--- src/hw/rtl/sdrb_pkg.sv ---
// Package for the sequence-filtered receive ring buffer.
// Command and status codes, default ring depth, sequence window bit.
// No dependencies.
package sdrb_pkg;

  localparam int RING_DEPTH_DEF = 256;

  localparam int CMD_W = 2;
  localparam int SEQ_W = 8;
  localparam int LEN_W = 16;
  localparam int BYTE_W = 8;
  localparam int STAT_W = 3;
  localparam int FREE_W = 8;

  localparam logic [CMD_W-1:0] CMD_START = 2'd0;
  localparam logic [CMD_W-1:0] CMD_WRITE = 2'd1;
  localparam logic [CMD_W-1:0] CMD_POP   = 2'd2;

  localparam logic [STAT_W-1:0] ST_ACCEPTED   = 3'd0;
  localparam logic [STAT_W-1:0] ST_DUPLICATE  = 3'd1;
  localparam logic [STAT_W-1:0] ST_STORED     = 3'd2;
  localparam logic [STAT_W-1:0] ST_DROPPED    = 3'd3;
  localparam logic [STAT_W-1:0] ST_READ_OK    = 3'd4;
  localparam logic [STAT_W-1:0] ST_READ_EMPTY = 3'd5;

  localparam logic [SEQ_W-1:0] SEQ_WINDOW_BIT = 8'h80;

endpackage

--- src/hw/rtl/seq_dedup_ring_receive_buffer_unit.sv ---
// Top level of the sequence-filtered receive ring buffer.
// Depends on sdrb_pkg, sdrb_ring, sdrb_ctrl.
//
//   channel  ports                                         handshake
//   input    in_cmd in_seq_num in_payload_len in_data_byte start & !busy
//   result   out_status out_read_data out_free_space       out_valid, one cycle
//
// Each word's result shows the cycle after acceptance.
// A pop reads the ring memory at the accepting edge; the registered read
// port holds the byte for the result, so words may follow back to back.
// busy is high during reset and the cycle after it. The receiver cannot stall.
module seq_dedup_ring_receive_buffer_unit #(
  parameter int RING_DEPTH = sdrb_pkg::RING_DEPTH_DEF
) (
  input  logic                          clk,
  input  logic                          rst_n,
  input  logic                          start,
  output logic                          busy,
  input  logic [sdrb_pkg::CMD_W-1:0]    in_cmd,
  input  logic [sdrb_pkg::SEQ_W-1:0]    in_seq_num,
  input  logic [sdrb_pkg::LEN_W-1:0]    in_payload_len,
  input  logic [sdrb_pkg::BYTE_W-1:0]   in_data_byte,
  output logic                          out_valid,
  output logic [sdrb_pkg::STAT_W-1:0]   out_status,
  output logic [sdrb_pkg::BYTE_W-1:0]   out_read_data,
  output logic [sdrb_pkg::FREE_W-1:0]   out_free_space
);
  import sdrb_pkg::*;

  localparam int IDX_W = $clog2(RING_DEPTH);

  logic              busy_r;
  logic              accept;
  logic              wr_en, rd_en, pop_ok;
  logic [IDX_W-1:0]  wr_addr, rd_addr;
  logic [BYTE_W-1:0] wr_data, rd_data;

  always_ff @(posedge clk) begin
    if (!rst_n) begin
      busy_r <= 1'b1;
    end else begin
      busy_r <= 1'b0;
    end
  end

  assign busy   = busy_r;
  assign accept = start && !busy_r;

  sdrb_ctrl #(
    .RING_DEPTH (RING_DEPTH),
    .IDX_W      (IDX_W)
  ) u_ctrl (
    .clk         (clk),
    .rst_n       (rst_n),
    .accept      (accept),
    .cmd         (in_cmd),
    .seq_num     (in_seq_num),
    .payload_len (in_payload_len),
    .data_byte   (in_data_byte),
    .wr_en       (wr_en),
    .wr_addr     (wr_addr),
    .wr_data     (wr_data),
    .rd_en       (rd_en),
    .rd_addr     (rd_addr),
    .res_valid   (out_valid),
    .res_status  (out_status),
    .res_pop_ok  (pop_ok),
    .res_free    (out_free_space)
  );

  sdrb_ring #(
    .RING_DEPTH (RING_DEPTH),
    .IDX_W      (IDX_W)
  ) u_ring (
    .clk     (clk),
    .wr_en   (wr_en),
    .wr_addr (wr_addr),
    .wr_data (wr_data),
    .rd_en   (rd_en),
    .rd_addr (rd_addr),
    .rd_data (rd_data)
  );

  assign out_read_data = pop_ok ? rd_data : '0;

  a_valid_follows_accept: assert property (@(posedge clk) disable iff (!rst_n)
    out_valid |-> $past(accept))
    else $error("result without accepted word");

  a_pop_status: assert property (@(posedge clk) disable iff (!rst_n)
    accept && (in_cmd == CMD_POP) |=>
      out_valid && ((out_status == ST_READ_OK) || (out_status == ST_READ_EMPTY)))
    else $error("pop did not give a read status");

  a_data_zero: assert property (@(posedge clk) disable iff (!rst_n)
    out_valid && (out_status != ST_READ_OK) |-> (out_read_data == '0))
    else $error("read data nonzero without a pop");

  a_write_status: assert property (@(posedge clk) disable iff (!rst_n)
    accept && (in_cmd == CMD_WRITE) |=>
      (out_status == ST_STORED) || (out_status == ST_DROPPED))
    else $error("payload byte gave a wrong status");

endmodule

--- src/hw/rtl/sdrb_ring.sv ---
// Byte ring storage: one write port, one read port, registered read data.
// Depends on sdrb_pkg.
module sdrb_ring #(
  parameter int RING_DEPTH = sdrb_pkg::RING_DEPTH_DEF,
  parameter int IDX_W = $clog2(RING_DEPTH)
) (
  input  logic                      clk,
  input  logic                      wr_en,
  input  logic [IDX_W-1:0]          wr_addr,
  input  logic [sdrb_pkg::BYTE_W-1:0] wr_data,
  input  logic                      rd_en,
  input  logic [IDX_W-1:0]          rd_addr,
  output logic [sdrb_pkg::BYTE_W-1:0] rd_data
);
  import sdrb_pkg::*;

  logic [BYTE_W-1:0] mem [RING_DEPTH];
  logic [BYTE_W-1:0] rd_data_r;

  always_ff @(posedge clk) begin
    if (wr_en) begin
      mem[wr_addr] <= wr_data;
    end
  end

  always_ff @(posedge clk) begin
    if (rd_en) begin
      rd_data_r <= mem[rd_addr];
    end
  end

  assign rd_data = rd_data_r;

endmodule

--- src/hw/rtl/sdrb_ctrl.sv ---
// Control: ring pointers, duplicate filter, element byte budget, result regs.
// Depends on sdrb_pkg; drives the ports of sdrb_ring.
module sdrb_ctrl #(
  parameter int RING_DEPTH = sdrb_pkg::RING_DEPTH_DEF,
  parameter int IDX_W = $clog2(RING_DEPTH)
) (
  input  logic                        clk,
  input  logic                        rst_n,
  input  logic                        accept,
  input  logic [sdrb_pkg::CMD_W-1:0]  cmd,
  input  logic [sdrb_pkg::SEQ_W-1:0]  seq_num,
  input  logic [sdrb_pkg::LEN_W-1:0]  payload_len,
  input  logic [sdrb_pkg::BYTE_W-1:0] data_byte,
  output logic                        wr_en,
  output logic [IDX_W-1:0]            wr_addr,
  output logic [sdrb_pkg::BYTE_W-1:0] wr_data,
  output logic                        rd_en,
  output logic [IDX_W-1:0]            rd_addr,
  output logic                        res_valid,
  output logic [sdrb_pkg::STAT_W-1:0] res_status,
  output logic                        res_pop_ok,
  output logic [sdrb_pkg::FREE_W-1:0] res_free
);
  import sdrb_pkg::*;

  localparam logic [IDX_W:0]   DEPTH_X = (IDX_W+1)'(RING_DEPTH);
  localparam logic [IDX_W-1:0] LAST_IX = IDX_W'(RING_DEPTH - 1);

  logic [SEQ_W-1:0]  last_seq_r, last_seq_nxt;
  logic [IDX_W-1:0]  wr_idx_r, wr_idx_nxt;
  logic [IDX_W-1:0]  rd_idx_r, rd_idx_nxt;
  logic [IDX_W-1:0]  budget_r, budget_nxt;
  logic              open_r, open_nxt;
  logic              valid_r;
  logic [STAT_W-1:0] status_r, status_nxt;
  logic              pop_ok_r, pop_ok_nxt;
  logic [FREE_W-1:0] free_r, free_nxt;

  logic [SEQ_W-1:0]  seq_diff;
  logic              dup;
  logic [IDX_W:0]    space_raw, free_raw;
  logic [IDX_W-1:0]  space_now, space_after;
  logic [LEN_W-1:0]  space_ext;
  logic              empty;

  // (rd - wr - 1) mod depth, current and after this item
  always_comb begin
    space_raw = {1'b0, rd_idx_r} + DEPTH_X - {1'b0, wr_idx_r} - (IDX_W+1)'(1);
    if (space_raw >= DEPTH_X) begin
      space_raw = space_raw - DEPTH_X;
    end
    space_now = space_raw[IDX_W-1:0];
    free_raw = {1'b0, rd_idx_nxt} + DEPTH_X - {1'b0, wr_idx_nxt} - (IDX_W+1)'(1);
    if (free_raw >= DEPTH_X) begin
      free_raw = free_raw - DEPTH_X;
    end
    space_after = free_raw[IDX_W-1:0];
  end

  assign space_ext = LEN_W'(space_now);
  assign seq_diff  = last_seq_r - seq_num;
  assign dup       = (seq_num != '0) && ((seq_diff & SEQ_WINDOW_BIT) == '0);
  assign empty     = (rd_idx_r == wr_idx_r);

  always_comb begin
    last_seq_nxt = last_seq_r;
    wr_idx_nxt   = wr_idx_r;
    rd_idx_nxt   = rd_idx_r;
    budget_nxt   = budget_r;
    open_nxt     = open_r;
    status_nxt   = ST_DROPPED;
    pop_ok_nxt   = 1'b0;
    wr_en        = 1'b0;
    rd_en        = 1'b0;
    if (accept) begin
      case (cmd)
        CMD_START: begin
          if (dup) begin
            status_nxt = ST_DUPLICATE;
            open_nxt   = 1'b0;
            budget_nxt = '0;
          end else begin
            status_nxt   = ST_ACCEPTED;
            last_seq_nxt = seq_num;
            open_nxt     = 1'b1;
            budget_nxt   = (payload_len < space_ext) ? IDX_W'(payload_len) : space_now;
          end
        end
        CMD_WRITE: begin
          if (open_r && (budget_r != '0)) begin
            status_nxt = ST_STORED;
            wr_en      = 1'b1;
            wr_idx_nxt = (wr_idx_r == LAST_IX) ? '0 : wr_idx_r + IDX_W'(1);
            budget_nxt = budget_r - IDX_W'(1);
          end
        end
        CMD_POP: begin
          if (!empty) begin
            status_nxt = ST_READ_OK;
            pop_ok_nxt = 1'b1;
            rd_en      = 1'b1;
            rd_idx_nxt = (rd_idx_r == LAST_IX) ? '0 : rd_idx_r + IDX_W'(1);
          end else begin
            status_nxt = ST_READ_EMPTY;
          end
        end
        default: begin
          status_nxt = ST_DROPPED;
        end
      endcase
    end
    if (IDX_W > FREE_W && space_after > IDX_W'(255)) begin
      free_nxt = '1;
    end else begin
      free_nxt = FREE_W'(space_after);
    end
  end

  always_ff @(posedge clk) begin
    if (!rst_n) begin
      last_seq_r <= '0;
      wr_idx_r   <= '0;
      rd_idx_r   <= '0;
      budget_r   <= '0;
      open_r     <= 1'b0;
      valid_r    <= 1'b0;
    end else begin
      last_seq_r <= last_seq_nxt;
      wr_idx_r   <= wr_idx_nxt;
      rd_idx_r   <= rd_idx_nxt;
      budget_r   <= budget_nxt;
      open_r     <= open_nxt;
      valid_r    <= accept;
    end
  end

  always_ff @(posedge clk) begin
    if (accept) begin
      status_r <= status_nxt;
      pop_ok_r <= pop_ok_nxt;
      free_r   <= free_nxt;
    end
  end

  assign wr_addr    = wr_idx_r;
  assign wr_data    = data_byte;
  assign rd_addr    = rd_idx_r;
  assign res_valid  = valid_r;
  assign res_status = status_r;
  assign res_pop_ok = pop_ok_r;
  assign res_free   = free_r;

endmodule
--- config.mk ---
export PLATFORM = sky130hd
export DESIGN_NAME = seq_dedup_ring_receive_buffer_unit
export DESIGN_NICKNAME = d
export VERILOG_FILES = /design/src/hw/rtl/sdrb_pkg.sv /design/src/hw/rtl/seq_dedup_ring_receive_buffer_unit.sv /design/src/hw/rtl/sdrb_ring.sv /design/src/hw/rtl/sdrb_ctrl.sv
export SDC_FILE = /design/constraint.sdc
export NUM_CORES = 2
export LEC_CHECK = 0
export BUFFER_PORTS_ARGS = -buffer_cell sky130_fd_sc_hd__buf_2
export CAP_MARGIN = 5
export CELL_PAD_IN_SITES_DETAIL_PLACEMENT = 1
export CELL_PAD_IN_SITES_GLOBAL_PLACEMENT = 1
export CORE_ASPECT_RATIO = 0.75
export CORE_UTILIZATION = 35
export CTS_BUF_LIST = sky130_fd_sc_hd__clkbuf_8
export CTS_CLUSTER_DIAMETER = 200
export DETAILED_ROUTE_END_ITERATION = 10
export MAX_ROUTING_LAYER = met4
export PLACE_DENSITY = 0.59
export SLEW_MARGIN = 20
export SYNTH_ARGS = -nofsm -noshare
export SYNTH_HDL_FRONTEND = slang
export SYNTH_SLANG_ARGS = --single-unit
--- constraint.sdc ---
create_clock -name clk -period 3.5 [get_ports clk]
set_clock_uncertainty 0.15 [all_clocks]
set_input_delay 0.175 -clock clk [delete_from_list [all_inputs] [get_ports clk]]
set_output_delay 0.175 -clock clk [all_outputs]
set_load 0.02 [all_outputs]
==> results.sh <==
export IMPL_critPathArrivalTime_ps=3980
export IMPL_worst_ep_required_ps=4020
export IMPL_highest_routing_layer_actually_used="met4"
export IMPL_post_synth_instance_area_um2=83200
export IMPL_share_of_the_synthesized_area_in_compound_gates_ao_oa_aoi_oai_pct=2.94
export IMPL_postPlaceCellArea_um2=90900
export IMPL_timing_setup_critical_path_class="flip-flop to flip-flop"
export IMPL_cts_buffers_inserted=334
export IMPL_detail_route_drc_violations=0
export IMPL_holdCritPathClass="input pin to flip-flop"
export IMPL_number_of_flops_mapped_to_enable_cells_by_yosys=2068
export IMPL_tritoncts_num_sinks=2103
export IMPL_worst_reg2reg_path_endpoint="u_ring.rd_data[0]"
export IMPL_fill_cells=22600
export IMPL_total_wire_length_um=236000
export IMPL_floorplan_io_pins=58
export IMPL_via_count_of_the_first_global_routing_pass=45600
export IMPL_wl_met3_um=16900
export IMPL_layout_cell_area_non_filler_um2=97700
export IMPL_headroom_to_the_max_slew_limit_pct=26.8
export IMPL_synth_warning_count=0
export IMPL_layout_nets=4941
export IMPL_p_leak_nw=30.9
export IMPL_start_kind="flip-flop"
export IMPL_synth_ff_latch_count=2103
export IMPL_cts_root_buf="clkbuf_8"
export IMPL_crit_buf_inv=4
export IMPL_max_cap_violations=0
export IMPL_post_synth_inst_count=4054
export IMPL_ant_nets=0
export IMPL_final_period_minus_worst_setup_slack_ps=3470
export IMPL_grt_remaining_overflow=0
export IMPL_setup_reg_to_reg_worst_slack_ps=30
export IMPL_routedLengthMet1_um=112000
export IMPL_power_per_cell_area_nw_per_um2=486
export IMPL_fin_tns_setup_ps=0
export IMPL_mappedNetlistNets=4126
export IMPL_synth_adder_area_share_pct=0.544
export IMPL_setup_viol_count_final=0
export IMPL_cts_htree_levels=5
export IMPL_flow_area_growth_from_synthesis_pct=17.4
export IMPL_synth_async_reset_ratio_pct=0
export IMPL_die_width_um=565
export IMPL_vias=44000
export IMPL_hold_path_endpoint="u_ctrl.res_status[0]"
export IMPL_tightest_slew_ps=1100
export IMPL_grt_max_degree=111
export IMPL_drt_first_pass_iters=6
export IMPL_fmaxAchievable_ghz=0.288
export IMPL_fp_row_count=154
export IMPL_worst_r2r_cell_count=9
export IMPL_wl_met2_um=104000
export IMPL_path_max_fanout=23
export IMPL_drive_gt1_share_pct=30.9
export IMPL_core_area_um2=236000
export IMPL_synth_top_flop_cell="edfxtp_1"
export IMPL_grt_setup_unrepaired="true"
export IMPL_totalPowerFinal_mw=47.5
export IMPL_period_share_pct=99.0
export IMPL_grt_antenna_before_repair=19
export IMPL_report_final_slew_viol_count=0
export IMPL_ir_drop_mv=0.361
export IMPL_place_gp_congestion=0.831
export IMPL_timing_critical_path_mode_cell="buf_12"
export IMPL_worst_hold_path_num_cells=4
export IMPL_clk_latency_ps=960
export IMPL_synth_distinct_cells=73
export IMPL_leading_post_synthesis_cells_by_cell_area="edfxtp_1 (75%), mux4_2 (13%), mux2i_1 (2.3%)"
export IMPL_vias_per_cell=5.34
export IMPL_timing_critical_path_cells="buf_12, buf_12, buf_12, mux4_2, mux4_2, a22o_1, a211oi_1, buf_4, a211oi_1"
export IMPL_critical_path_max_stage_delay_ps=560
export IMPL_status="complete, no violations"
export IMPL_port_buffers=57
export IMPL_worst_setup_hold_path_clk_slew_ps=60
export IMPL_routed_wire_length_per_instance_um=28.7
export IMPL_detail_route_iter0_violations=5103
export IMPL_critical_path_top_delay_family="multiplexers"
export IMPL_seq_area_frac_synth_pct=75.5
export IMPL_dp_hpwl_um=148000
export IMPL_top_area_cell_type_share_of_the_netlist_area_pct=74.6
export IMPL_synth_area_mux_share_pct=15.9
export IMPL_worstHoldStart="in_cmd[1]"
export IMPL_critical_path_endpoint_category="flip-flop"
export IMPL_synth_simple_gate_area_share_pct=2.92
export IMPL_synth_top_family_by_area="multiplexers"
export IMPL_die_y_um=424
export IMPL_clk_path_buf_depth=4
export IMPL_yosysTopAreaCell="edfxtp_1"
export IMPL_syn_mean_instance_area_um2=20.5
export IMPL_synth_xor_area_share_pct=0.211
export IMPL_first_pass_grt_wire_length_um=337000
export IMPL_final_number_of_hold_violating_endpoints=0
export IMPL_starting_density_pct=35.3
export IMPL_critical_path_slowest_cell="mux4_2"
export IMPL_r2r_start="u_ctrl.rd_addr[0]"
export IMPL_grt_use_total_pct=20.1
export IMPL_clock_tree_from_tritoncts="yes"
export IMPL_dieArea_um2=240000
worst reg2reg max path, stage by stage (launching register included):
cell,delay (ps)
dfxtp_4,380
buf_12,160
buf_12,250
buf_12,280
mux4_2,570
mux4_2,530
a22o_1,260
a211oi_1,350
buf_4,220
a211oi_1,50
Yosys cell counts (4+ instances only):
cell type	count
or2_2	4
mux4_2	473
and3_1	6
a22oi_1	38
nand4_1	8
o221ai_1	13
buf_8	13
dfxtp_1	35
xor2_1	8
nand3_1	47
o21ai_0	80
a31oi_1	15
buf_2	55
nor2_1	304
xnor2_1	12
a221oi_1	12
buf_4	26
o211ai_1	9
nor2b_1	20
buf_1	13
buf_6	36
mux2_2	18
nor3_1	17
and2_1	27
nand2_1	91
a21oi_1	85
nand2b_1	10
nor4_1	5
mux2i_1	191
a211oi_1	40
a22o_1	12
edfxtp_1	2068
ha_1	33
clkbuf_4	4
o22ai_1	31
clkbuf_1	79
mux4_1	17
a21o_1	4
inv_1	34
cell usage in the layout (no fill, tap or decap), drive strengths merged, types with 18 or more instances in the layout:
master / synthesis / layout
clkbuf: 84 / 344
ha: 33 / 33
and2: 27 / 27
inv: 34 / 170
mux2i: 191 / 191
dfxtp: 35 / 35
nand2: 91 / 91
clkinv: 0 / 90
a22oi: 38 / 38
dlygate4sd3: 0 / 65
nor2b: 20 / 20
a21oi: 85 / 85
nor2: 304 / 304
a211oi: 41 / 41
buf: 146 / 645
mux2: 18 / 18
edfxtp: 2068 / 2068
o22ai: 31 / 31
o21ai: 82 / 82
mux4: 490 / 490
nand3: 47 / 47
what timing repair did:
item	4_1_cts	5_1_grt
resized for setup	1	40
gates cloned	0	2
pin swaps	1	6
hold buffers	65	0
endpoints found under the hold margin	1897	0
setup buffers	1	2
setup endpoints to repair	3	23
routing by layer:
layer | global-route usage (%) | vias up
li1 | - | 18400
met1 | 30.2 | 23600
met2 | 28.6 | 1689
met3 | 3.55 | 282
met4 | 3.98 | 0
met5 | - | -
registers in the layout, indices dropped and copies added (netlist names):
name and flops:
u_ctrl.budget_r 8, u_ctrl.wr_addr 8, u_ctrl.res_status 3, u_ctrl.res_pop_ok 1, u_ctrl.res_free 8, u_ring.rd_data 8
u_ctrl.open_r 1, u_ctrl.rd_addr 8, u_ring.mem 2048, u_ctrl.last_seq_r 8, busy 1, u_ctrl.res_valid 1
layout make-up:
cell class,instances,area (µm²),share of cell area [%]
multi-input cells,1684,18900,19.4
repair buffers,712,6080,6.23
clock buffers,342,4710,4.82
well taps,3120,3900,4.00
clock inverters,238,1120,1.15
flip-flops and latches,2103,62800,64.3
diodes,4,10.0,0.0102
inverters,34,128,0.131
worst max path at each step:
stage | start | slack, ps | to | cells after the start
2_1_floorplan | u_ctrl.rd_addr[1] | -40 | u_ctrl.budget_r[1] | 19
3_3_place_gp | u_ctrl.rd_addr[0] | -20 | u_ring.rd_data[3] | 8
3_5_place_dp | u_ctrl.wr_addr[3] | -9 | u_ctrl.budget_r[0] | 15
4_1_cts | u_ctrl.wr_addr[3] | 20 | u_ctrl.budget_r[1] | 16
5_1_grt | u_ctrl.wr_addr[1] | -50 | u_ctrl.budget_r[0] | 15
6_report | u_ctrl.rd_addr[0] | 30 | u_ring.rd_data[0] | 9
cells by family after synthesis:
kind of cell	after synthesis
buffers and inverters	267
multiplexers	699
AND/OR/NAND/NOR	555
AO/OA/AOI/OAI	375
adder cells (fa/ha/maj)	35
XOR/XNOR	20
flip-flops	2103
stage by stage:
| step | cells | worst slack, ps | hold slack, ps | utilization [%] |
|---|---|---|---|---|
| 5_1_grt | 8236 | -45.8 | 60.8 | 41.5 |
| 2_1_floorplan | 4054 | -41.5 | 124 | - |
| 3_5_place_dp | 7583 | -8.84 | 317 | 38.6 |
| 6_report | 8237 | 33.7 | 93.4 | 41.5 |
| 4_1_cts | 8229 | 23.7 | 5.49 | 41.3 |
| 3_3_place_gp | 7583 | -16.3 | 295 | 38.6 |
report_power, final:
part | switching [mW] | internal, mW | total, mW
registers | 0.00608 | 27.6 | 27.6
clock network | 9.77 | 9.42 | 19.2
logic | 0.528 | 0.134 | 0.662
(Power assumes the default switching activity.)
